<file path="src/rtl/srmp_pkg.sv">
// shared constants, types and tables of the stereo ring mixer
`timescale 1ns / 1ps
package srmp_pkg;

  localparam int RING_DEPTH_DEF = 4096;
  localparam int OUT_RATE       = 44100;
  localparam int HALF_RATE      = OUT_RATE / 2;
  localparam int PWM_TOP        = 1699;
  localparam int PWM_SPAN       = PWM_TOP + 1;
  localparam int PWM_W          = $clog2(PWM_SPAN);
  localparam int PHASE_W        = $clog2(OUT_RATE);
  localparam int RATE_W         = $clog2(OUT_RATE + 1);
  localparam int SAMPLE_W       = 16;
  localparam int PLAYER_W       = 17;
  localparam int FRAME_W        = 16;
  localparam int FREQ_W         = 15;
  localparam int VOL_W          = 7;
  localparam int LEVEL_W        = 8;
  localparam int SCALE_W        = 9;
  localparam int CFG_W          = 16;
  localparam int CFG_IDX_W      = 2;
  localparam int VOL_MAX        = 100;
  localparam int FREQ_MIN       = 20;
  localparam int FREQ_MAX       = 20000;
  localparam int FREQ_RESET     = 440;
  localparam int SCALE_RESET    = 256;
  localparam int LEVEL_RESET    = 128;
  // floor(v * 256 / 100) == (v * SCALE_RECIP) >> SCALE_SHIFT for v in 0..100
  localparam int SCALE_RECIP    = 167773;
  localparam int SCALE_SHIFT    = 16;
  localparam int SCALE_PROD_W   = 25;
  localparam int QUEUE_DEPTH    = 2;

  localparam logic KIND_PUSH  = 1'b0;
  localparam logic KIND_FRAME = 1'b1;

  typedef enum logic [CFG_IDX_W-1:0] {
    REG_VOLUME       = 2'd0,
    REG_TONE_ENABLE  = 2'd1,
    REG_TONE_FREQ    = 2'd2,
    REG_CONTENT_RATE = 2'd3
  } reg_idx_t;

  typedef struct packed {
    logic                tone_enable;
    logic                tone_clear;
    logic [FREQ_W-1:0]   tone_freq;
    logic [LEVEL_W-1:0]  tone_level;
    logic [SCALE_W-1:0]  scale;
  } mix_cfg_t;

  typedef struct packed {
    logic                       kind;
    logic                       underrun;
    logic                       dropped;
    logic [FRAME_W-1:0]         frame;
    logic signed [PLAYER_W-1:0] player_left;
    logic signed [PLAYER_W-1:0] player_right;
  } job_t;

  localparam logic [LEVEL_W-1:0] LOG_LEVEL [0:VOL_MAX] = '{
    8'd0,   8'd0,   8'd1,   8'd1,   8'd1,   8'd2,   8'd2,   8'd2,   8'd3,   8'd3,
    8'd4,   8'd4,   8'd5,   8'd5,   8'd5,   8'd6,   8'd6,   8'd7,   8'd7,   8'd8,
    8'd8,   8'd9,   8'd9,   8'd10,  8'd10,  8'd11,  8'd12,  8'd12,  8'd13,  8'd14,
    8'd14,  8'd15,  8'd15,  8'd16,  8'd17,  8'd18,  8'd18,  8'd19,  8'd20,  8'd21,
    8'd22,  8'd22,  8'd23,  8'd24,  8'd25,  8'd26,  8'd27,  8'd28,  8'd29,  8'd30,
    8'd31,  8'd32,  8'd33,  8'd34,  8'd35,  8'd36,  8'd37,  8'd39,  8'd40,  8'd41,
    8'd42,  8'd44,  8'd45,  8'd46,  8'd48,  8'd49,  8'd51,  8'd52,  8'd54,  8'd55,
    8'd57,  8'd59,  8'd60,  8'd62,  8'd64,  8'd66,  8'd68,  8'd70,  8'd71,  8'd73,
    8'd76,  8'd78,  8'd80,  8'd82,  8'd84,  8'd86,  8'd89,  8'd91,  8'd94,  8'd96,
    8'd99,  8'd101, 8'd104, 8'd107, 8'd110, 8'd113, 8'd115, 8'd119, 8'd122, 8'd125,
    8'd128
  };

endpackage

</file>
<file path="src/rtl/srmp_queue.sv">
// short request queue between front and back
`timescale 1ns / 1ps
module srmp_queue #(
  parameter int WIDTH = 8,
  parameter int DEPTH = srmp_pkg::QUEUE_DEPTH
) (
  input  logic             clk,
  input  logic             rst,
  input  logic             enq_valid,
  output logic             enq_ready,
  input  logic [WIDTH-1:0] enq_data,
  output logic             deq_valid,
  input  logic             deq_ready,
  output logic [WIDTH-1:0] deq_data
);

  localparam int PTR_W   = (DEPTH > 1) ? $clog2(DEPTH) : 1;
  localparam int COUNT_W = $clog2(DEPTH + 1);

  logic [WIDTH-1:0]   slot [DEPTH];
  logic [PTR_W-1:0]   wptr;
  logic [PTR_W-1:0]   rptr;
  logic [COUNT_W-1:0] count;
  logic               push;
  logic               pop;

  function automatic logic [PTR_W-1:0] ptr_inc(input logic [PTR_W-1:0] p);
    return (p == PTR_W'(DEPTH - 1)) ? '0 : p + PTR_W'(1);
  endfunction

  assign enq_ready = count != COUNT_W'(DEPTH);
  assign deq_valid = count != '0;
  assign push      = enq_valid && enq_ready;
  assign pop       = deq_valid && deq_ready;
  assign deq_data  = slot[rptr];

  always_ff @(posedge clk) begin
    if (rst) begin
      wptr  <= '0;
      rptr  <= '0;
      count <= '0;
    end else begin
      if (push) begin
        wptr <= ptr_inc(wptr);
      end
      if (pop) begin
        rptr <= ptr_inc(rptr);
      end
      if (push && !pop) begin
        count <= count + COUNT_W'(1);
      end else if (pop && !push) begin
        count <= count - COUNT_W'(1);
      end
    end
  end

  always_ff @(posedge clk) begin
    if (push) begin
      slot[wptr] <= enq_data;
    end
  end

endmodule

</file>
<file path="config.mk">
export PLATFORM = sky130hd
export DESIGN_NAME = srmp_queue
export DESIGN_NICKNAME = d
export VERILOG_FILES = /design/src/rtl/srmp_pkg.sv /design/src/rtl/srmp_queue.sv
export SDC_FILE = /design/constraint.sdc
export NUM_CORES = 1
export LEC_CHECK = 0
export BUFFER_PORTS_ARGS = -buffer_cell sky130_fd_sc_hd__buf_2
export CORE_ASPECT_RATIO = 2
export CORE_MARGIN = 2
export CORE_UTILIZATION = 25
export DETAILED_ROUTE_END_ITERATION = 8
export HOLD_SLACK_MARGIN = 0.03
export PLACE_DENSITY_LB_ADDON = 0.05
export REMOVE_ABC_BUFFERS = 1
export SLEW_MARGIN = 0
export SYNTH_ARGS = -nofsm -noshare
export SYNTH_HDL_FRONTEND = slang
export SYNTH_SLANG_ARGS = --single-unit
export TNS_END_PERCENT = 100
</file>
<file path="constraint.sdc">
create_clock -name clk -period 1.5 [get_ports clk]
set_input_delay 0.15 -clock clk [delete_from_list [all_inputs] [get_ports clk]]
set_output_delay 0.15 -clock clk [all_outputs]
set_load 0.05 [all_outputs]
</file>
==> impl_metrics.json <==
{
  "place.gp.congestion": 0.601,
  "p_clk_share_pct": 17.0,
  "antenna_cells": 0,
  "preCtsSetupSlack_ns": -0.0227,
  "grt_usage_pct": 8.38,
  "reg2regPathDepth": 6,
  "avgSynthCellArea_um2": 16.4,
  "design_area_um2": 1070,
  "die_w_um": 44.1,
  "holdWs_ns": 0.0846,
  "final_nets": 93,
  "fin_crit_ns": 1.45,
  "slew_headroom_pct": 75.2,
  "seqPwrFrac_pct": 37.8,
  "fp.dieArea_um2": 3720,
  "max_cap_violations": 0,
  "row_count": 29,
  "synthToLayoutAreaGrowth_pct": 32.9,
  "core_area_um2": 3120,
  "crit_slowest_cell": "dfxtp_2",
  "dr.pass1.iters": 4,
  "synth_cell_type_count": 17,
  "critPathBufInv": 0,
  "grt-ovfl-total": 0,
  "power_density_nw_per_um2": 1970,
  "vias_per_cell": 4.53,
  "avgRoutedWirePerCell_um": 13.5,
  "ios": 22,
  "start_util_pct": 25.8,
  "min_path_cells": 1,
  "grt_pass1_vias": 475,
  "root_buffer": "clkbuf_8",
  "wl_um": 1490,
  "path_max_fanout": 3,
  "drtIter0Drc": 9,
  "clockBufferDepth": 2,
  "fillCellCount": 304,
  "cts.sinks": 21,
  "p_int_w": 0.00130,
  "synth_area_um2": 806,
  "crit_path_start_kind": "flip-flop",
  "fin_ws_ns": 0.0481,
  "p_leak_nw": 0.426,
  "cp_top_family": "simple AND/OR/NAND/NOR gates",
  "fp.dieH_um": 84.3,
  "drc": 0,
  "cp_cell_sequence": "nand2b_4, and2_4, ha_4, xor2_1, or3_4, a21oi_2",
  "hold_viol": 0,
  "via_count": 498,
  "ys_seq_area_share_pct": 72.0,
  "clock_latency_ns": 0.25,
  "place_hpwl_um": 1090,
  "max_freq_ghz": 0.689,
  "drive_above_1_share_pct": 60.8,
  "grt_start_max_net_pins": 12,
  "place_area_um2": 990,
  "tightest_slew_ns": 0.371,
  "ant_nets": 0,
  "path_clk_slew_ns": 0.07,
  "p_sw_share_pct": 38.5,
  "crit_required_ns": 1.69,
  "arrival_ns": 1.64,
  "p_comb_share_pct": 45.1,
  "finalClockSkew_ns": 0.000836,
  "cts_buffers": 3,
  "end_kind": "flip-flop",
  "tritoncts": "yes",
  "final_core_util_pct": 34.3,
  "grt_pass1_wl_um": 2220,
  "fin_crit_sh_pct": 96.8,
  "synth_seq_cells": 21,
  "cts-htree-levels": 1,
  "yosysWarnings": 0,
  "switchingPower_w": 0.000810,
  "synth_cells": 49,
  "cp.depth": 6,
  "setup_violations": 0,
  "io_buffers": 21,
  "status": "complete, no violations",
  "hp-class": "primary input to flip-flop",
  "slowest_delay_ns": 0.34,
  "antenna_found_initial": 0,
  "final_max_slew_viol_count": 0,
  "vdd_drop_max_mv": 0.983,
  "critical_path_class": "flip-flop to flip-flop"
}
synth_stat cells, drive strengths merged:
cell    number  area (um2)
edfxtp      16         480
mux2         8        90.1
dfxtp        5         100
nor2         3        11.3
xor2         3        26.3
a21oi        2        10.0
o21ai        2        10.0
a21bo        1        10.0
and2         1        6.26
and3         1        6.26
buf          1        5.00
ha           1        12.5
inv          1        3.75
nand2b       1        13.8
nand3b       1        7.51
or2          1        6.26
or3          1        6.26
cells in the final DEF, fill, tap and decap left out, types with 2 or more instances in the layout:
cell type,instances
buf_2,20
buf_4,5
clkbuf_8,3
dfxtp_1,3
dfxtp_2,2
edfxtp_1,16
mux2_2,8
nor2_1,3
xor2_1,3
metrics by stage:
step | std cells | total power, W | setup TNS [ns]
finish | 110 | 0.00211 | 0
global route | 110 | 0.00223 | -0.00533
CTS | 110 | 0.00206 | 0
detailed placement | 106 | 0.00169 | -0.0227
global placement | 106 | 0.00168 | 0
floorplan | 48 | 0.00143 | -0.0983
routing by layer:
metal | global-route usage (%) | wire length, um | vias to the layer above
met1 | 8.87 | 538 | 239
met3 | 1.72 | 103 | 2
met2 | 14.8 | 832 | 17
met4 | 4.13 | 14 | 0
li1 | - | - | 240
met5 | 0 | 0 | -
power groups by stage:
stage / Clock [W] / Combinational, W / Sequential (W)
after detailed placement: 0 / 0.000890 / 0.000798
after CTS: 0.000375 / 0.000894 / 0.000789
after global routing: 0.000410 / 0.00102 / 0.000806
after global placement: 0 / 0.000891 / 0.000791
after floorplan: 0 / 0.000619 / 0.000809
final: 0.000359 / 0.000950 / 0.000797
logic make-up after synthesis:
logic type | after synthesis | share of synthesized area (%)
flops | 21 | 72.1
simple gates | 9 | 7.14
mux | 8 | 11.2
compound gates | 5 | 3.73
xor+xnor | 3 | 3.26
buf+inv | 2 | 1.09
fa+ha+maj | 1 | 1.55
area by class of cell:
type                    instances  area, um2  area share [%]
multi-input cells              26        244            22.8
flip-flops and latches         21        583            54.4
well taps                      31       38.8            3.62
inverters                       1       3.75           0.350
clock buffers                   4       45.0            4.21
repair buffers                 27        156            14.6
repair_timing:
| item | in CTS | in global routing |
|---|---|---|
| cloned | 0 | 0 |
| gates resized for setup | 2 | 8 |
| setup endpoints to repair | 1 | 7 |
| hold buffers | 0 | 0 |
| buffers inserted | 0 | 0 |
worst register-to-register path, cell delays in order, from the launching register on:
cell	delay (ns)
dfxtp_2	0.34
nand2b_4	0.14
and2_4	0.16
ha_4	0.15
xor2_1	0.14
or3_4	0.33
a21oi_2	0.13
final timing paths:
kind / from / slack [ns] / to
max: count[0] / 0.05 / count[1]
min: enq_data[6] / 0.08 / slot[1][6]
max reg2reg: count[0] / 0.05 / count[1]
min reg2reg: rptr / 0.51 / rptr
registers in the layout (all words and copies together), names as in the netlist, named ones only:
| name | cells |
|---|---|
| slot | 16 |
| count | 2 |
| rptr | 1 |
| wptr | 1 |
Note: power is estimated with default switching activity, not from simulation.
