$ cat src/rtl/srmp_pkg.sv
// shared constants, types and tables of the stereo ring mixer
`timescale 1ns / 1ps
package srmp_pkg;

  localparam int RING_DEPTH_DEF = 4096;
  localparam int OUT_RATE       = 44100;
  localparam int HALF_RATE      = OUT_RATE / 2;
  localparam int PWM_TOP        = 1699;
  localparam int PWM_SPAN       = PWM_TOP + 1;
  localparam int PWM_W          = $clog2(PWM_SPAN);
  localparam int PHASE_W        = $clog2(OUT_RATE);
  localparam int RATE_W         = $clog2(OUT_RATE + 1);
  localparam int SAMPLE_W       = 16;
  localparam int PLAYER_W       = 17;
  localparam int FRAME_W        = 16;
  localparam int FREQ_W         = 15;
  localparam int VOL_W          = 7;
  localparam int LEVEL_W        = 8;
  localparam int SCALE_W        = 9;
  localparam int CFG_W          = 16;
  localparam int CFG_IDX_W      = 2;
  localparam int VOL_MAX        = 100;
  localparam int FREQ_MIN       = 20;
  localparam int FREQ_MAX       = 20000;
  localparam int FREQ_RESET     = 440;
  localparam int SCALE_RESET    = 256;
  localparam int LEVEL_RESET    = 128;
  // floor(v * 256 / 100) == (v * SCALE_RECIP) >> SCALE_SHIFT for v in 0..100
  localparam int SCALE_RECIP    = 167773;
  localparam int SCALE_SHIFT    = 16;
  localparam int SCALE_PROD_W   = 25;
  localparam int QUEUE_DEPTH    = 2;

  localparam logic KIND_PUSH  = 1'b0;
  localparam logic KIND_FRAME = 1'b1;

  typedef enum logic [CFG_IDX_W-1:0] {
    REG_VOLUME       = 2'd0,
    REG_TONE_ENABLE  = 2'd1,
    REG_TONE_FREQ    = 2'd2,
    REG_CONTENT_RATE = 2'd3
  } reg_idx_t;

  typedef struct packed {
    logic                tone_enable;
    logic                tone_clear;
    logic [FREQ_W-1:0]   tone_freq;
    logic [LEVEL_W-1:0]  tone_level;
    logic [SCALE_W-1:0]  scale;
  } mix_cfg_t;

  typedef struct packed {
    logic                       kind;
    logic                       underrun;
    logic                       dropped;
    logic [FRAME_W-1:0]         frame;
    logic signed [PLAYER_W-1:0] player_left;
    logic signed [PLAYER_W-1:0] player_right;
  } job_t;

  localparam logic [LEVEL_W-1:0] LOG_LEVEL [0:VOL_MAX] = '{
    8'd0,   8'd0,   8'd1,   8'd1,   8'd1,   8'd2,   8'd2,   8'd2,   8'd3,   8'd3,
    8'd4,   8'd4,   8'd5,   8'd5,   8'd5,   8'd6,   8'd6,   8'd7,   8'd7,   8'd8,
    8'd8,   8'd9,   8'd9,   8'd10,  8'd10,  8'd11,  8'd12,  8'd12,  8'd13,  8'd14,
    8'd14,  8'd15,  8'd15,  8'd16,  8'd17,  8'd18,  8'd18,  8'd19,  8'd20,  8'd21,
    8'd22,  8'd22,  8'd23,  8'd24,  8'd25,  8'd26,  8'd27,  8'd28,  8'd29,  8'd30,
    8'd31,  8'd32,  8'd33,  8'd34,  8'd35,  8'd36,  8'd37,  8'd39,  8'd40,  8'd41,
    8'd42,  8'd44,  8'd45,  8'd46,  8'd48,  8'd49,  8'd51,  8'd52,  8'd54,  8'd55,
    8'd57,  8'd59,  8'd60,  8'd62,  8'd64,  8'd66,  8'd68,  8'd70,  8'd71,  8'd73,
    8'd76,  8'd78,  8'd80,  8'd82,  8'd84,  8'd86,  8'd89,  8'd91,  8'd94,  8'd96,
    8'd99,  8'd101, 8'd104, 8'd107, 8'd110, 8'd113, 8'd115, 8'd119, 8'd122, 8'd125,
    8'd128
  };

endpackage

$ cat src/rtl/srmp_if.sv


interface srmp_out_if #(
  parameter int USED_W = $clog2(srmp_pkg::RING_DEPTH_DEF + 1)
);
  logic                         valid;
  logic                         ready;
  logic [srmp_pkg::PWM_W-1:0]   pwm_left;
  logic [srmp_pkg::PWM_W-1:0]   pwm_right;
  logic                         underrun;
  logic                         dropped;
  logic [USED_W-1:0]            fill_level;

  modport source (output valid, pwm_left, pwm_right, underrun, dropped, fill_level,
                  input ready);
  modport sink (input valid, pwm_left, pwm_right, underrun, dropped, fill_level,
                output ready);
endinterface

$ cat src/rtl/srmp_back.sv
// back end: tone, mix, clip, pwm mapping and volume scaling
`timescale 1ns / 1ps
module srmp_back #(
  parameter int USED_W = $clog2(srmp_pkg::RING_DEPTH_DEF + 1),
  parameter int JOB_W  = $bits(srmp_pkg::job_t) + USED_W
) (
  input  logic               clk,
  input  logic               rst,
  input  srmp_pkg::mix_cfg_t cfg,
  input  logic               job_valid,
  output logic               job_ready,
  input  logic [JOB_W-1:0]   job_data,
  srmp_out_if.source         rsp
);

  localparam int MIX_W    = 19;
  localparam int SUM_W    = srmp_pkg::PHASE_W + 1;
  localparam int PROD_W   = srmp_pkg::SAMPLE_W + srmp_pkg::PWM_W;
  localparam int LV_W     = srmp_pkg::PWM_W + srmp_pkg::SCALE_W;
  localparam int LVS_W    = LV_W - 8;

  srmp_pkg::job_t               job;
  logic [USED_W-1:0]            job_used;
  logic                         stall;
  logic                         pop;
  logic [srmp_pkg::PHASE_W-1:0] tone_acc;
  logic [SUM_W-1:0]             tone_sum;
  logic [srmp_pkg::PHASE_W-1:0] tone_next;
  logic signed [MIX_W-1:0]      tone_term;
  logic                         tone_step;
  logic [srmp_pkg::PWM_W-1:0]   ul;
  logic [srmp_pkg::PWM_W-1:0]   ur;

  logic                         a_valid;
  logic                         a_kind;
  logic                         a_under;
  logic                         a_drop;
  logic [USED_W-1:0]            a_used;
  logic [srmp_pkg::PWM_W-1:0]   a_ul;
  logic [srmp_pkg::PWM_W-1:0]   a_ur;

  logic                         out_valid;
  logic [srmp_pkg::PWM_W-1:0]   out_pl;
  logic [srmp_pkg::PWM_W-1:0]   out_pr;
  logic                         out_under;
  logic                         out_drop;
  logic [USED_W-1:0]            out_used;

  // mix one channel, clip to int16, map to 0..PWM_TOP
  function automatic logic [srmp_pkg::PWM_W-1:0] mix_map(
    input logic [7:0]                        ring_byte,
    input logic                              silent,
    input logic signed [srmp_pkg::PLAYER_W-1:0] player,
    input logic signed [MIX_W-1:0]           tone
  );
    logic signed [MIX_W-1:0] ring;
    logic signed [MIX_W-1:0] sum;
    logic [15:0]             off;
    logic [PROD_W-1:0]       prod;
    ring = silent ? '0 : MIX_W'(signed'({~ring_byte[7], ring_byte[6:0], 8'h00}));
    sum  = ring + MIX_W'(player) + tone;
    if (sum > MIX_W'(32767)) begin
      off = 16'hffff;
    end else if (sum < -MIX_W'(32768)) begin
      off = 16'h0000;
    end else begin
      off = {~sum[15], sum[14:0]};
    end
    prod = PROD_W'(off) * PROD_W'(srmp_pkg::PWM_SPAN);
    return prod[PROD_W-1:16];
  endfunction

  function automatic logic [srmp_pkg::PWM_W-1:0] scale_clamp(
    input logic [srmp_pkg::PWM_W-1:0] u,
    input logic [srmp_pkg::SCALE_W-1:0] s
  );
    logic [LV_W-1:0]  prod;
    logic [LVS_W-1:0] lv;
    prod = LV_W'(u) * LV_W'(s);
    lv   = prod[LV_W-1:8];
    return (lv > LVS_W'(srmp_pkg::PWM_TOP)) ? srmp_pkg::PWM_W'(srmp_pkg::PWM_TOP)
                                            : srmp_pkg::PWM_W'(lv);
  endfunction

  assign job      = job_data[USED_W +: $bits(srmp_pkg::job_t)];
  assign job_used = job_data[USED_W-1:0];

  assign stall     = out_valid && !rsp.ready;
  assign job_ready = !stall;
  assign pop       = job_valid && job_ready;

  assign tone_sum  = SUM_W'(tone_acc) + SUM_W'(cfg.tone_freq);
  assign tone_next = (tone_sum >= SUM_W'(srmp_pkg::OUT_RATE))
                   ? srmp_pkg::PHASE_W'(tone_sum - SUM_W'(srmp_pkg::OUT_RATE))
                   : srmp_pkg::PHASE_W'(tone_sum);
  assign tone_step = pop && job.kind == srmp_pkg::KIND_FRAME && cfg.tone_enable;

  always_comb begin
    if (!cfg.tone_enable) begin
      tone_term = '0;
    end else if (tone_next >= srmp_pkg::PHASE_W'(srmp_pkg::HALF_RATE)) begin
      tone_term = -MIX_W'({cfg.tone_level, 7'd0});
    end else begin
      tone_term = MIX_W'({cfg.tone_level, 7'd0});
    end
  end

  assign ul = mix_map(job.frame[15:8], job.underrun, job.player_left, tone_term);
  assign ur = mix_map(job.frame[7:0], job.underrun, job.player_right, tone_term);

  always_ff @(posedge clk) begin
    if (rst) begin
      tone_acc   <= '0;
      a_valid    <= 1'b0;
      out_valid  <= 1'b0;
    end else begin
      if (cfg.tone_clear) begin
        tone_acc <= '0;
      end else if (tone_step) begin
        tone_acc <= tone_next;
      end
      if (!stall) begin
        a_valid   <= pop;
        out_valid <= a_valid;
      end
    end
  end

  always_ff @(posedge clk) begin
    if (!stall) begin
      a_kind    <= job.kind;
      a_under   <= job.underrun;
      a_drop    <= job.dropped;
      a_used    <= job_used;
      a_ul      <= ul;
      a_ur      <= ur;
      out_under <= a_under;
      out_drop  <= a_drop;
      out_used  <= a_used;
      out_pl    <= (a_kind == srmp_pkg::KIND_FRAME) ? scale_clamp(a_ul, cfg.scale) : '0;
      out_pr    <= (a_kind == srmp_pkg::KIND_FRAME) ? scale_clamp(a_ur, cfg.scale) : '0;
    end
  end

  assign rsp.valid      = out_valid;
  assign rsp.pwm_left   = out_pl;
  assign rsp.pwm_right  = out_pr;
  assign rsp.underrun   = out_under;
  assign rsp.dropped    = out_drop;
  assign rsp.fill_level = out_used;

endmodule

$ cat src/flat_wrapper.sv
// flat-port wrapper written by rule: the top's interface ports become plain ports
module srmp_back_flat 
#(
  parameter int USED_W = $clog2(srmp_pkg::RING_DEPTH_DEF + 1),
  parameter int JOB_W  = $bits(srmp_pkg::job_t) + USED_W
)
  (clk, rst, cfg, job_valid, job_ready, job_data, rsp_valid, rsp_pwm_left, rsp_pwm_right, rsp_underrun, rsp_dropped, rsp_fill_level, rsp_ready);
  srmp_out_if #(.USED_W(USED_W)) rsp_i ();
  input  logic clk;
  input  logic rst;
  input  srmp_pkg::mix_cfg_t cfg;
  input  logic job_valid;
  output logic job_ready;
  input  logic [JOB_W-1:0] job_data;
  output wire logic [$bits(rsp_i.valid)-1:0] rsp_valid;
  output wire logic [$bits(rsp_i.pwm_left)-1:0] rsp_pwm_left;
  output wire logic [$bits(rsp_i.pwm_right)-1:0] rsp_pwm_right;
  output wire logic [$bits(rsp_i.underrun)-1:0] rsp_underrun;
  output wire logic [$bits(rsp_i.dropped)-1:0] rsp_dropped;
  output wire logic [$bits(rsp_i.fill_level)-1:0] rsp_fill_level;
  input wire logic [$bits(rsp_i.ready)-1:0] rsp_ready;
  assign rsp_valid = rsp_i.valid;
  assign rsp_pwm_left = rsp_i.pwm_left;
  assign rsp_pwm_right = rsp_i.pwm_right;
  assign rsp_underrun = rsp_i.underrun;
  assign rsp_dropped = rsp_i.dropped;
  assign rsp_fill_level = rsp_i.fill_level;
  assign rsp_i.ready = rsp_ready;
  srmp_back #(.USED_W(USED_W), .JOB_W(JOB_W)) u_core (.clk(clk), .rst(rst), .cfg(cfg), .job_valid(job_valid), .job_ready(job_ready), .job_data(job_data), .rsp(rsp_i));
endmodule
$ cat config.mk
export PLATFORM = sky130hd
export DESIGN_NAME = srmp_back_flat
export DESIGN_NICKNAME = d
export VERILOG_FILES = /design/src/rtl/srmp_pkg.sv /design/src/rtl/srmp_if.sv /design/src/rtl/srmp_back.sv /design/src/flat_wrapper.sv
export SDC_FILE = /design/constraint.sdc
export NUM_CORES = 1
export LEC_CHECK = 0
export BUFFER_PORTS_ARGS = -buffer_cell sky130_fd_sc_hd__buf_4
export CAP_MARGIN = 20
export CORE_ASPECT_RATIO = 1.25
export CORE_MARGIN = 4
export CORE_UTILIZATION = 60
export CTS_BUF_LIST = sky130_fd_sc_hd__clkbuf_16
export CTS_CLUSTER_DIAMETER = 80
export DETAILED_ROUTE_END_ITERATION = 12
export GPL_TIMING_DRIVEN = 1
export PLACE_DENSITY = 0.83
export SYNTH_ARGS = -nofsm -noshare
export SYNTH_HDL_FRONTEND = slang
export SYNTH_SLANG_ARGS = --single-unit
$ cat constraint.sdc
create_clock -name clk -period 20.5 [get_ports clk]
set_input_delay 0 -clock clk [delete_from_list [all_inputs] [get_ports clk]]
set_output_delay 0 -clock clk [all_outputs]
set_load 0.03 [all_outputs]
==> flow_summary.json, run 1 <==
{
  "outcome": "completed",
  "synth_ff_type": "edfxtp_1",
  "cp-start-kind": "flip-flop",
  "synth_nets": 2441,
  "endpoint_kind": "flip-flop",
  "synthesis.instances": 1856,
  "antenna_found_initial": 0,
  "die-width_um": 159.5,
  "slew_headroom_pct": 33.30,
  "synth_edf_count": 75,
  "tightest_slew_ps": 996.9,
  "grt_max_degree": 42,
  "fmax_ghz": 0.07416,
  "htreeDepth": 3,
  "cpMostUsedCell": "fa_1",
  "setup_viol": 0,
  "rsz0062_at_grt": "no",
  "crit_buf_inv": 5,
  "syn_area_per_cell_um2": 9.280,
  "wirelength_mm": 37.91,
  "vias": 13110,
  "drt-vias-per-instance": 5.623,
  "grt.overflow.total": 0,
  "fill_cells": 2232,
  "area_growth_pct": 10.42,
  "cts_made_buffers": 9,
  "synthesis.area_mm2": 0.01722,
  "gp_congestion": 0.9107,
  "clk_pin_slew_ps": 80,
  "fin_crit_sh_pct": 65.77,
  "n_antenna_cell": 0,
  "drive_above_1_share_pct": 9.762,
  "finalHoldViolations": 0,
  "required_ps": 20610,
  "synth_top_area_share_pct": 25.22,
  "ys_async_sr_fraction_pct": 0,
  "ys_seq_area_share_pct": 15.17,
  "cts_root_buffer": "clkbuf_16",
  "rows": 69,
  "crit_type": "reg2reg",
  "met1_length_mm": 15.47,
  "top_layer": "met4",
  "synth_top_cell_by_area": "fa_1",
  "route.met3.wl_mm": 1.518,
  "max_stage_delay_ps": 670,
  "initial_core_util_pct": 60.64,
  "core_mm2": 0.02840,
  "drt_iter0_markers": 665,
  "cts_tree": "done",
  "io_buffers": 142,
  "num_io_pins": 143,
  "grt_pass1_wl_mm": 64.96,
  "fin_crit_ps": 13480,
  "grt_usage_pct": 24.76,
  "ys_seq_elements": 93,
  "met2_length_mm": 19.58,
  "wl_per_cell_um": 16.25,
  "clk_path_buf_depth": 2,
  "yosys_warnings": 0,
  "dpl.hpwl_mm": 31.43,
  "skew_ps": 11.04,
  "cp.arrival_ps": 13600,
  "dieArea_mm2": 0.03150,
  "antenna_left": 0,
  "critPathSlowestCell": "a21oi_1",
  "grt_pass1_vias": 14010,
  "clock_sinks": 93,
  "clk_latency_ps": 360,
  "drv_slew": 0,
  "ys_types": 82,
  "cap_violations": 0,
  "min-delay-path-class": "in2reg",
  "path_delay_family": "compound AO/OA/AOI/OAI gates",
  "fin_nets": 2557,
  "synthTopCellsByArea": "fa_1, ha_1, edfxtp_1, inv_1, nand2_1",
  "cp_max_fo": 11,
  "first_pass_iters": 5,
  "drc": 0,
  "tns_ps": 0,
  "die_h_um": 197.4
}
[state kept, by name, indices dropped and copies added (netlist names)]
name                   count
u_core.a_under             1
u_core.rsp.pwm_right      11
u_core.a_valid             1
u_core.a_used             13
u_core.rsp.valid           1
u_core.a_ur               11
u_core.tone_acc           16
u_core.a_kind              1
u_core.a_drop              1
u_core.rsp.underrun        1
u_core.a_ul               11
u_core.rsp.pwm_left       11
u_core.rsp.dropped         1
u_core.rsp.fill_level     13
[cell usage after synthesis (all sizes together) (13+ instances only)]
cell type	instances
a31oi	13
nor3	22
a21o	27
o21a	35
inv	315
xor2	35
nand2	181
nand3	24
nor2	95
nand2b	23
a21oi	73
clkbuf	51
ha	264
xnor2	65
edfxtp	75
o21ai	35
nor2b	21
fa	217
a211oi	23
dfxtp	18
and2	98
o21bai	15
[metrics by stage]
stage / instances / hold slack, ps / instance area, um2 / worst slack, ps / utilization (%)
6_report: 2332 / 86.92 / 19020 / 7016 / 66.96
5_1_grt: 2332 / 102.2 / 19020 / 6053 / 66.96
4_1_cts: 2332 / 78.72 / 19020 / 7114 / 66.96
3_5_place_dp: 2297 / 179.1 / 18520 / 7232 / 65.21
3_3_place_gp: 2297 / 174.2 / 18520 / 7701 / 65.21
2_1_floorplan: 1856 / 72.38 / 17220 / 8681 / -
[worst reg2reg max path, delay by kind of cell, from the launching register on]
| kind | cells | cell delay [ps] |
|---|---|---|
| buffers and inverters | 5 | 450 |
| adder cells (fa/ha/maj) | 9 | 3710 |
| multiplexers | 1 | 110 |
| AND/OR/NAND/NOR | 13 | 3040 |
| AO/OA/AOI/OAI | 18 | 4600 |
| XOR/XNOR | 4 | 960 |
| flip-flops | 1 | 350 |
[layer usage]
metal | vias up | GRT usage [%]
li1 | 6324 | -
met1 | 6371 | 29.64
met2 | 331 | 45.79
met3 | 86 | 2.734
met4 | 0 | 9.646
met5 | - | 0
[area by class of cell]
| cell class | count | area (um2) | share of cell area (%) |
|---|---|---|---|
| Multi-Input combinational cell | 1390 | 13200 | 69.41 |
| Sequential cell | 93 | 2613 | 13.74 |
| Timing Repair Buffer | 163 | 1271 | 6.684 |
| Inverter | 315 | 1184 | 6.223 |
| Tap cell | 355 | 444.2 | 2.335 |
| Clock buffer | 9 | 225.2 | 1.184 |
| Clock inverter | 7 | 81.33 | 0.4276 |
[repair_timing]
item / 4_1_cts / 5_1_grt
endpoints found under the setup margin: 0 / 0
buffers inserted: 0 / 0
hold buffers: 19 / 0
gates resized for setup: 0 / 0
endpoints found under the hold margin: 18 / 0
[cells by family after synthesis]
group / after synthesis / share of synthesized area, %
mux: 8 / 0.4649
buf+inv: 373 / 8.187
flops: 93 / 15.17
compound gates: 289 / 11.99
fa+ha+maj: 481 / 44.40
xor+xnor: 100 / 5.216
simple gates: 512 / 14.57
[final timing paths]
| kind | slack (ps) | end | depth (start not counted) | start |
|---|---|---|---|---|
| min | 90 | u_core.tone_acc[0] | 4 | cfg[17] |
| max reg2reg | 7020 | u_core.a_ur[9] | 50 | u_core.tone_acc[0] |
| max | 7020 | u_core.a_ur[9] | 50 | u_core.tone_acc[0] |
| min reg2reg | 420 | u_core.rsp.fill_level[7] | 0 | u_core.a_used[7] |
[placed cells by master (no fill, tap or decap), types with 6 or more instances in the layout]
master and n:
dfxtp_1 18, xor2_1 33, mux2i_1 8, inv_1 312, buf_4 144, nor3_1 21
clkbuf_16 9, nand3_1 24, a311oi_1 6, o211ai_1 9, edfxtp_1 75, o21bai_1 15
a211oi_1 19, nand2b_1 23, nor2_1 92, fa_1 217, a21oi_1 71, nand2_1 181
ha_1 264, a31oi_1 12, dlygate4sd3_1 19, o21a_1 35, nor2b_1 21, o21ai_0 26
a21o_1 26, and2_1 98, o22ai_1 7, and3_1 12, xnor2_1 64
Power of run 1 is not shown: default switching activity piles up to over one toggle a cycle in this logic, so the estimate is an artifact.
==> run 2, diff against run 1 <==
==> constraint.sdc (replaced) <==
create_clock -name clk -period 13.9 [get_ports clk]
set_input_delay 0 -clock clk [delete_from_list [all_inputs] [get_ports clk]]
set_output_delay 0 -clock clk [all_outputs]
set_load 0.03 [all_outputs]
==> run 2 against run 1 <==
Sequential share of layout area about the same. Cell count unchanged. Utilization increased by 0.14 points. Critical endpoint is now u_core.a_ul[10].
==> flow_summary.json, run 2 (synthesis gave the netlist of run 1 again) <==
{
  "outcome": "completed",
  "postCtsSetupRepairBufs": 0,
  "cts_root_buffer": "clkbuf_16",
  "hold_start": "cfg[17]",
  "startpoint": "u_core.tone_acc[0]",
  "grt_pass1_wl_mm": 65.44,
  "cp-start-kind": "flip-flop",
  "cts_tree": "done",
  "cap_violations": 0,
  "largest-register": "u_core.tone_acc",
  "grt_usage_pct": 24.95,
  "min-delay-path-class": "in2reg",
  "antenna_left": 0,
  "drt_iter0_markers": 582,
  "antenna_found_initial": 0,
  "area_growth_pct": 10.65,
  "first_pass_iters": 5,
  "tightest_slew_ps": 1010,
  "n_antenna_cell": 0,
  "drc": 0,
  "fin_crit_ps": 13010,
  "setup_viol": 0,
  "dp.cells": 2297,
  "crit_type": "reg2reg",
  "required_ps": 14000,
  "reg2reg_slack_ps": 890,
  "timing.rr.start": "u_core.tone_acc[0]",
  "cp.arrival_ps": 13120,
  "grt_pass1_vias": 14120,
  "wl_per_cell_um": 16.51,
  "met2_length_mm": 20.30,
  "route.met3.wl_mm": 1.475,
  "gp_congestion": 0.9109,
  "max_stage_delay_ps": 540,
  "grt_max_degree": 42,
  "cp_max_fo": 19,
  "grt.overflow.total": 0,
  "mostFrequentLayoutCells": "inv_1, ha_1, fa_1, nand2_1, buf_4",
  "die_h_um": 197.4,
  "htreeDepth": 3,
  "fin_crit_sh_pct": 93.63,
  "clock_sinks": 93,
  "endpoint_kind": "flip-flop",
  "drive_above_1_share_pct": 10.02,
  "drv_slew": 0,
  "layout_commonest_cell": "inv_1",
  "num_io_pins": 143,
  "slew_headroom_pct": 32.45,
  "fmax_ghz": 0.07684,
  "skew_ps": 14.28,
  "cts_made_buffers": 9,
  "met1_length_mm": 15.43,
  "largest_reg_flops": 16,
  "wirelength_mm": 38.49,
  "rows": 69,
  "vias": 13270,
  "clk_pin_slew_ps": 80,
  "finalHoldViolations": 0,
  "whs_ps": 80.43,
  "dieArea_mm2": 0.03150,
  "fin_cells": 2332,
  "die-width_um": 159.5,
  "fin_nets": 2557,
  "critPathSlowestCell": "fa_1",
  "io_buffers": 142,
  "clk_path_buf_depth": 2,
  "initial_core_util_pct": 60.64,
  "dpl.hpwl_mm": 31.70,
  "clk_latency_ps": 370,
  "core_mm2": 0.02840,
  "drt-vias-per-instance": 5.690,
  "top_layer": "met4"
}
run 2: routing by layer:
metal  vias to the layer above  global-route usage [%]
met4                         0                   9.196
li1                       6343                       -
met3                        83                   2.734
met5                         -                       0
met1                      6523                   29.39
met2                       319                   46.97
run 2: worst max-delay path, delay by kind of cell (launching register included):
| family | cells | cell delay [ps] |
|---|---|---|
| AND/OR/NAND/NOR | 8 | 1690 |
| flip-flops | 1 | 350 |
| XOR/XNOR | 4 | 780 |
| AO/OA/AOI/OAI | 26 | 5640 |
| adder cells (fa/ha/maj) | 9 | 3790 |
| buffers and inverters | 5 | 440 |
run 2: layout make-up:
type	count	area, um2
multi-input cells	1390	13230
fillers	2224	9345
flip-flops and latches	93	2613
repair buffers	163	1271
inverters	315	1184
well taps	355	444.2
clock buffers	9	225.2
clock inverters	7	91.34
run 2: what timing repair did:
action,4_1_cts,5_1_grt
endpoints found under the setup margin,0,15
resized for setup,0,6
hold buffers,19,0
hold endpoints to repair,18,0
run 2: path summary, 6_finish.rpt:
kind,endpoint,cells after the start
worst max-delay path,u_core.a_ul[10],52
worst max register to register,u_core.a_ul[10],52
worst min register to register,u_core.rsp.fill_level[8],0
worst min-delay path,u_core.tone_acc[0],4
run 2: per-stage QoR:
stage	TNS (ps)	utilization (%)	setup WS, ps	instance area (um2)
3_5_place_dp	0	65.21	572.6	18520
6_report	0	67.10	886.0	19060
4_1_cts	0	67.00	516.8	19030
5_1_grt	-12.87	67.10	-12.87	19060
3_3_place_gp	0	65.21	1104	18520
2_1_floorplan	0	-	2081	17220
Power of run 2 is left out for the same reason.
==> run 3, diff against run 2 <==
--- a/config.mk
+++ b/config.mk
@@ -9,12 +9,12 @@
 export CAP_MARGIN = 20
 export CORE_ASPECT_RATIO = 1.25
 export CORE_MARGIN = 4
-export CORE_UTILIZATION = 60
+export CORE_UTILIZATION = 63
 export CTS_BUF_LIST = sky130_fd_sc_hd__clkbuf_16
 export CTS_CLUSTER_DIAMETER = 80
 export DETAILED_ROUTE_END_ITERATION = 12
 export GPL_TIMING_DRIVEN = 1
-export PLACE_DENSITY = 0.83
+export PLACE_DENSITY = 0.86
 export SYNTH_ARGS = -nofsm -noshare
 export SYNTH_HDL_FRONTEND = slang
 export SYNTH_SLANG_ARGS = --single-unit
==> run 3 against run 2 <==
Register-to-register slack better by 30 ps. Cell area down 0.10%. Non-clock buffer count unchanged. Sequential share of layout area about the same. First-iteration DRC count up 15%. Routed wire length down 1.2%. Hold slack worse by 25 ps. Via count unchanged.
==> flow_summary.json, run 3 (synthesis gave the netlist of run 1 again) <==
{
  "antenna_left": 0,
  "min-delay-path-class": "in2reg",
  "crit_type": "reg2reg",
  "drt_iter0_markers": 672,
  "grt_max_degree": 77,
  "worstHoldEndpoint": "u_core.a_valid",
  "hold_start": "rsp_ready",
  "cts_root_buffer": "clkbuf_16",
  "endpoint_kind": "flip-flop",
  "reg2reg_slack_ps": 910,
  "io_buffers": 142,
  "clk_latency_ps": 370,
  "antenna_found_initial": 0,
  "grt_pass1_vias": 14270,
  "drt-vias-per-instance": 5.714,
  "n_antenna_cell": 0,
  "grt_usage_pct": 26.29,
  "cap_violations": 0,
  "crit_buf_inv": 5,
  "tightest_slew_ps": 991.7,
  "cpMostUsedCell": "fa_1",
  "core_mm2": 0.02691,
  "grt_pass1_wl_mm": 64.81,
  "clock_sinks": 93,
  "tns_ps": 0,
  "dieArea_mm2": 0.03007,
  "initial_core_util_pct": 64.01,
  "htreeDepth": 3,
  "grt_use_met3_pct": 2.871,
  "rr_endpoint": "u_core.a_ur[9]",
  "num_io_pins": 143,
  "rows": 67,
  "drive_above_1_share_pct": 9.965,
  "grt.overflow.total": 0,
  "cp_max_fo": 12,
  "cts_tree": "done",
  "cts_made_buffers": 9,
  "finalHoldViolations": 0,
  "fin_cells": 2322,
  "postCtsSetupRepairBufs": 0,
  "skew_ps": 18.73,
  "cp.arrival_ps": 13090,
  "layout_commonest_cell": "inv_1",
  "rsz0062_at_grt": "no",
  "critPathSlowestCell": "fa_1",
  "vias": 13270,
  "area_growth_pct": 10.53,
  "die_h_um": 192.9,
  "fmax_ghz": 0.07699,
  "fill_cells": 2009,
  "fin_crit_sh_pct": 93.44,
  "first_pass_iters": 6,
  "setup_viol": 0,
  "grt_util_met1_pct": 30.47,
  "dp.cells": 2287,
  "drv_slew": 0,
  "dpl.hpwl_mm": 31.10,
  "met2_usage_pct": 48.92,
  "largest-register": "u_core.tone_acc",
  "clk_path_buf_depth": 2,
  "drc": 0,
  "outcome": "completed",
  "die-width_um": 155.9,
  "wirelength_mm": 38.03,
  "mostFrequentLayoutCells": "inv_1, ha_1, fa_1, nand2_1, buf_4",
  "fin_nets": 2557,
  "max_stage_delay_ps": 540,
  "whs_path_depth": 4,
  "largest_reg_flops": 16,
  "path_delay_family": "compound AO/OA/AOI/OAI gates",
  "top_usage_layer": "met2",
  "required_ps": 14010,
  "fin_crit_ps": 12990,
  "slew_headroom_pct": 33.89,
  "timing.rr.start": "u_core.tone_acc[0]",
  "gp_congestion": 0.9134,
  "cp-start-kind": "flip-flop",
  "wl_per_cell_um": 16.38,
  "clk_pin_slew_ps": 90,
  "ff2ff_path_depth": 51
}
run 3: layout make-up:
cell class | instances | area, um2 | area share (%)
multi-input cells | 1390 | 13220 | 69.45
well taps | 345 | 431.7 | 2.267
repair buffers | 163 | 1271 | 6.677
flip-flops and latches | 93 | 2613 | 13.72
clock buffers | 9 | 225.2 | 1.183
clock inverters | 7 | 91.34 | 0.4798
inverters | 315 | 1184 | 6.217
run 3: per-stage QoR:
| step | util (%) | setup slack (ps) | instance area, um2 | hold WS, ps |
|---|---|---|---|---|
| final | 70.75 | 911.2 | 19040 | 55.28 |
| after global routing | 70.75 | 29.53 | 19040 | 90.74 |
| after CTS | 70.67 | 522.6 | 19020 | 41.19 |
| after detailed placement | 68.79 | 680.0 | 18510 | 177.0 |
| after global placement | 68.79 | 1128 | 18510 | 174.4 |
| after floorplan | - | 2081 | 17220 | 72.38 |
run 3: how the worst max path moves through the flow:
stage,startpoint,end,cells after the start
after floorplan,u_core.tone_acc[0],u_core.a_ur[9],53
after global placement,u_core.tone_acc[0],u_core.a_ur[9],52
after detailed placement,u_core.tone_acc[0],u_core.a_ur[9],50
after CTS,u_core.tone_acc[0],u_core.a_ur[9],51
after global routing,u_core.tone_acc[0],u_core.a_ur[9],53
final,u_core.tone_acc[0],u_core.a_ur[9],51
run 3: layer usage:
metal	vias to the layer above	wire, um
li1	6345	-
met1	6447	14680
met2	388	20110
met3	88	1788
met4	0	1460
met5	-	0
run 3: repair_timing:
action / in CTS / in global routing
gates resized for setup: 0 / 5
endpoints found under the hold margin: 18 / 0
hold buffers: 19 / 0
setup endpoints to repair: 0 / 12
run 3: worst min-delay path, delay by kind of cell:
| kind | cells | cell delay, ps |
|---|---|---|
| buf+inv | 1 | 80 |
| mux | 1 | 140 |
| simple gates | 2 | 170 |
Power of run 3 is left out for the same reason.
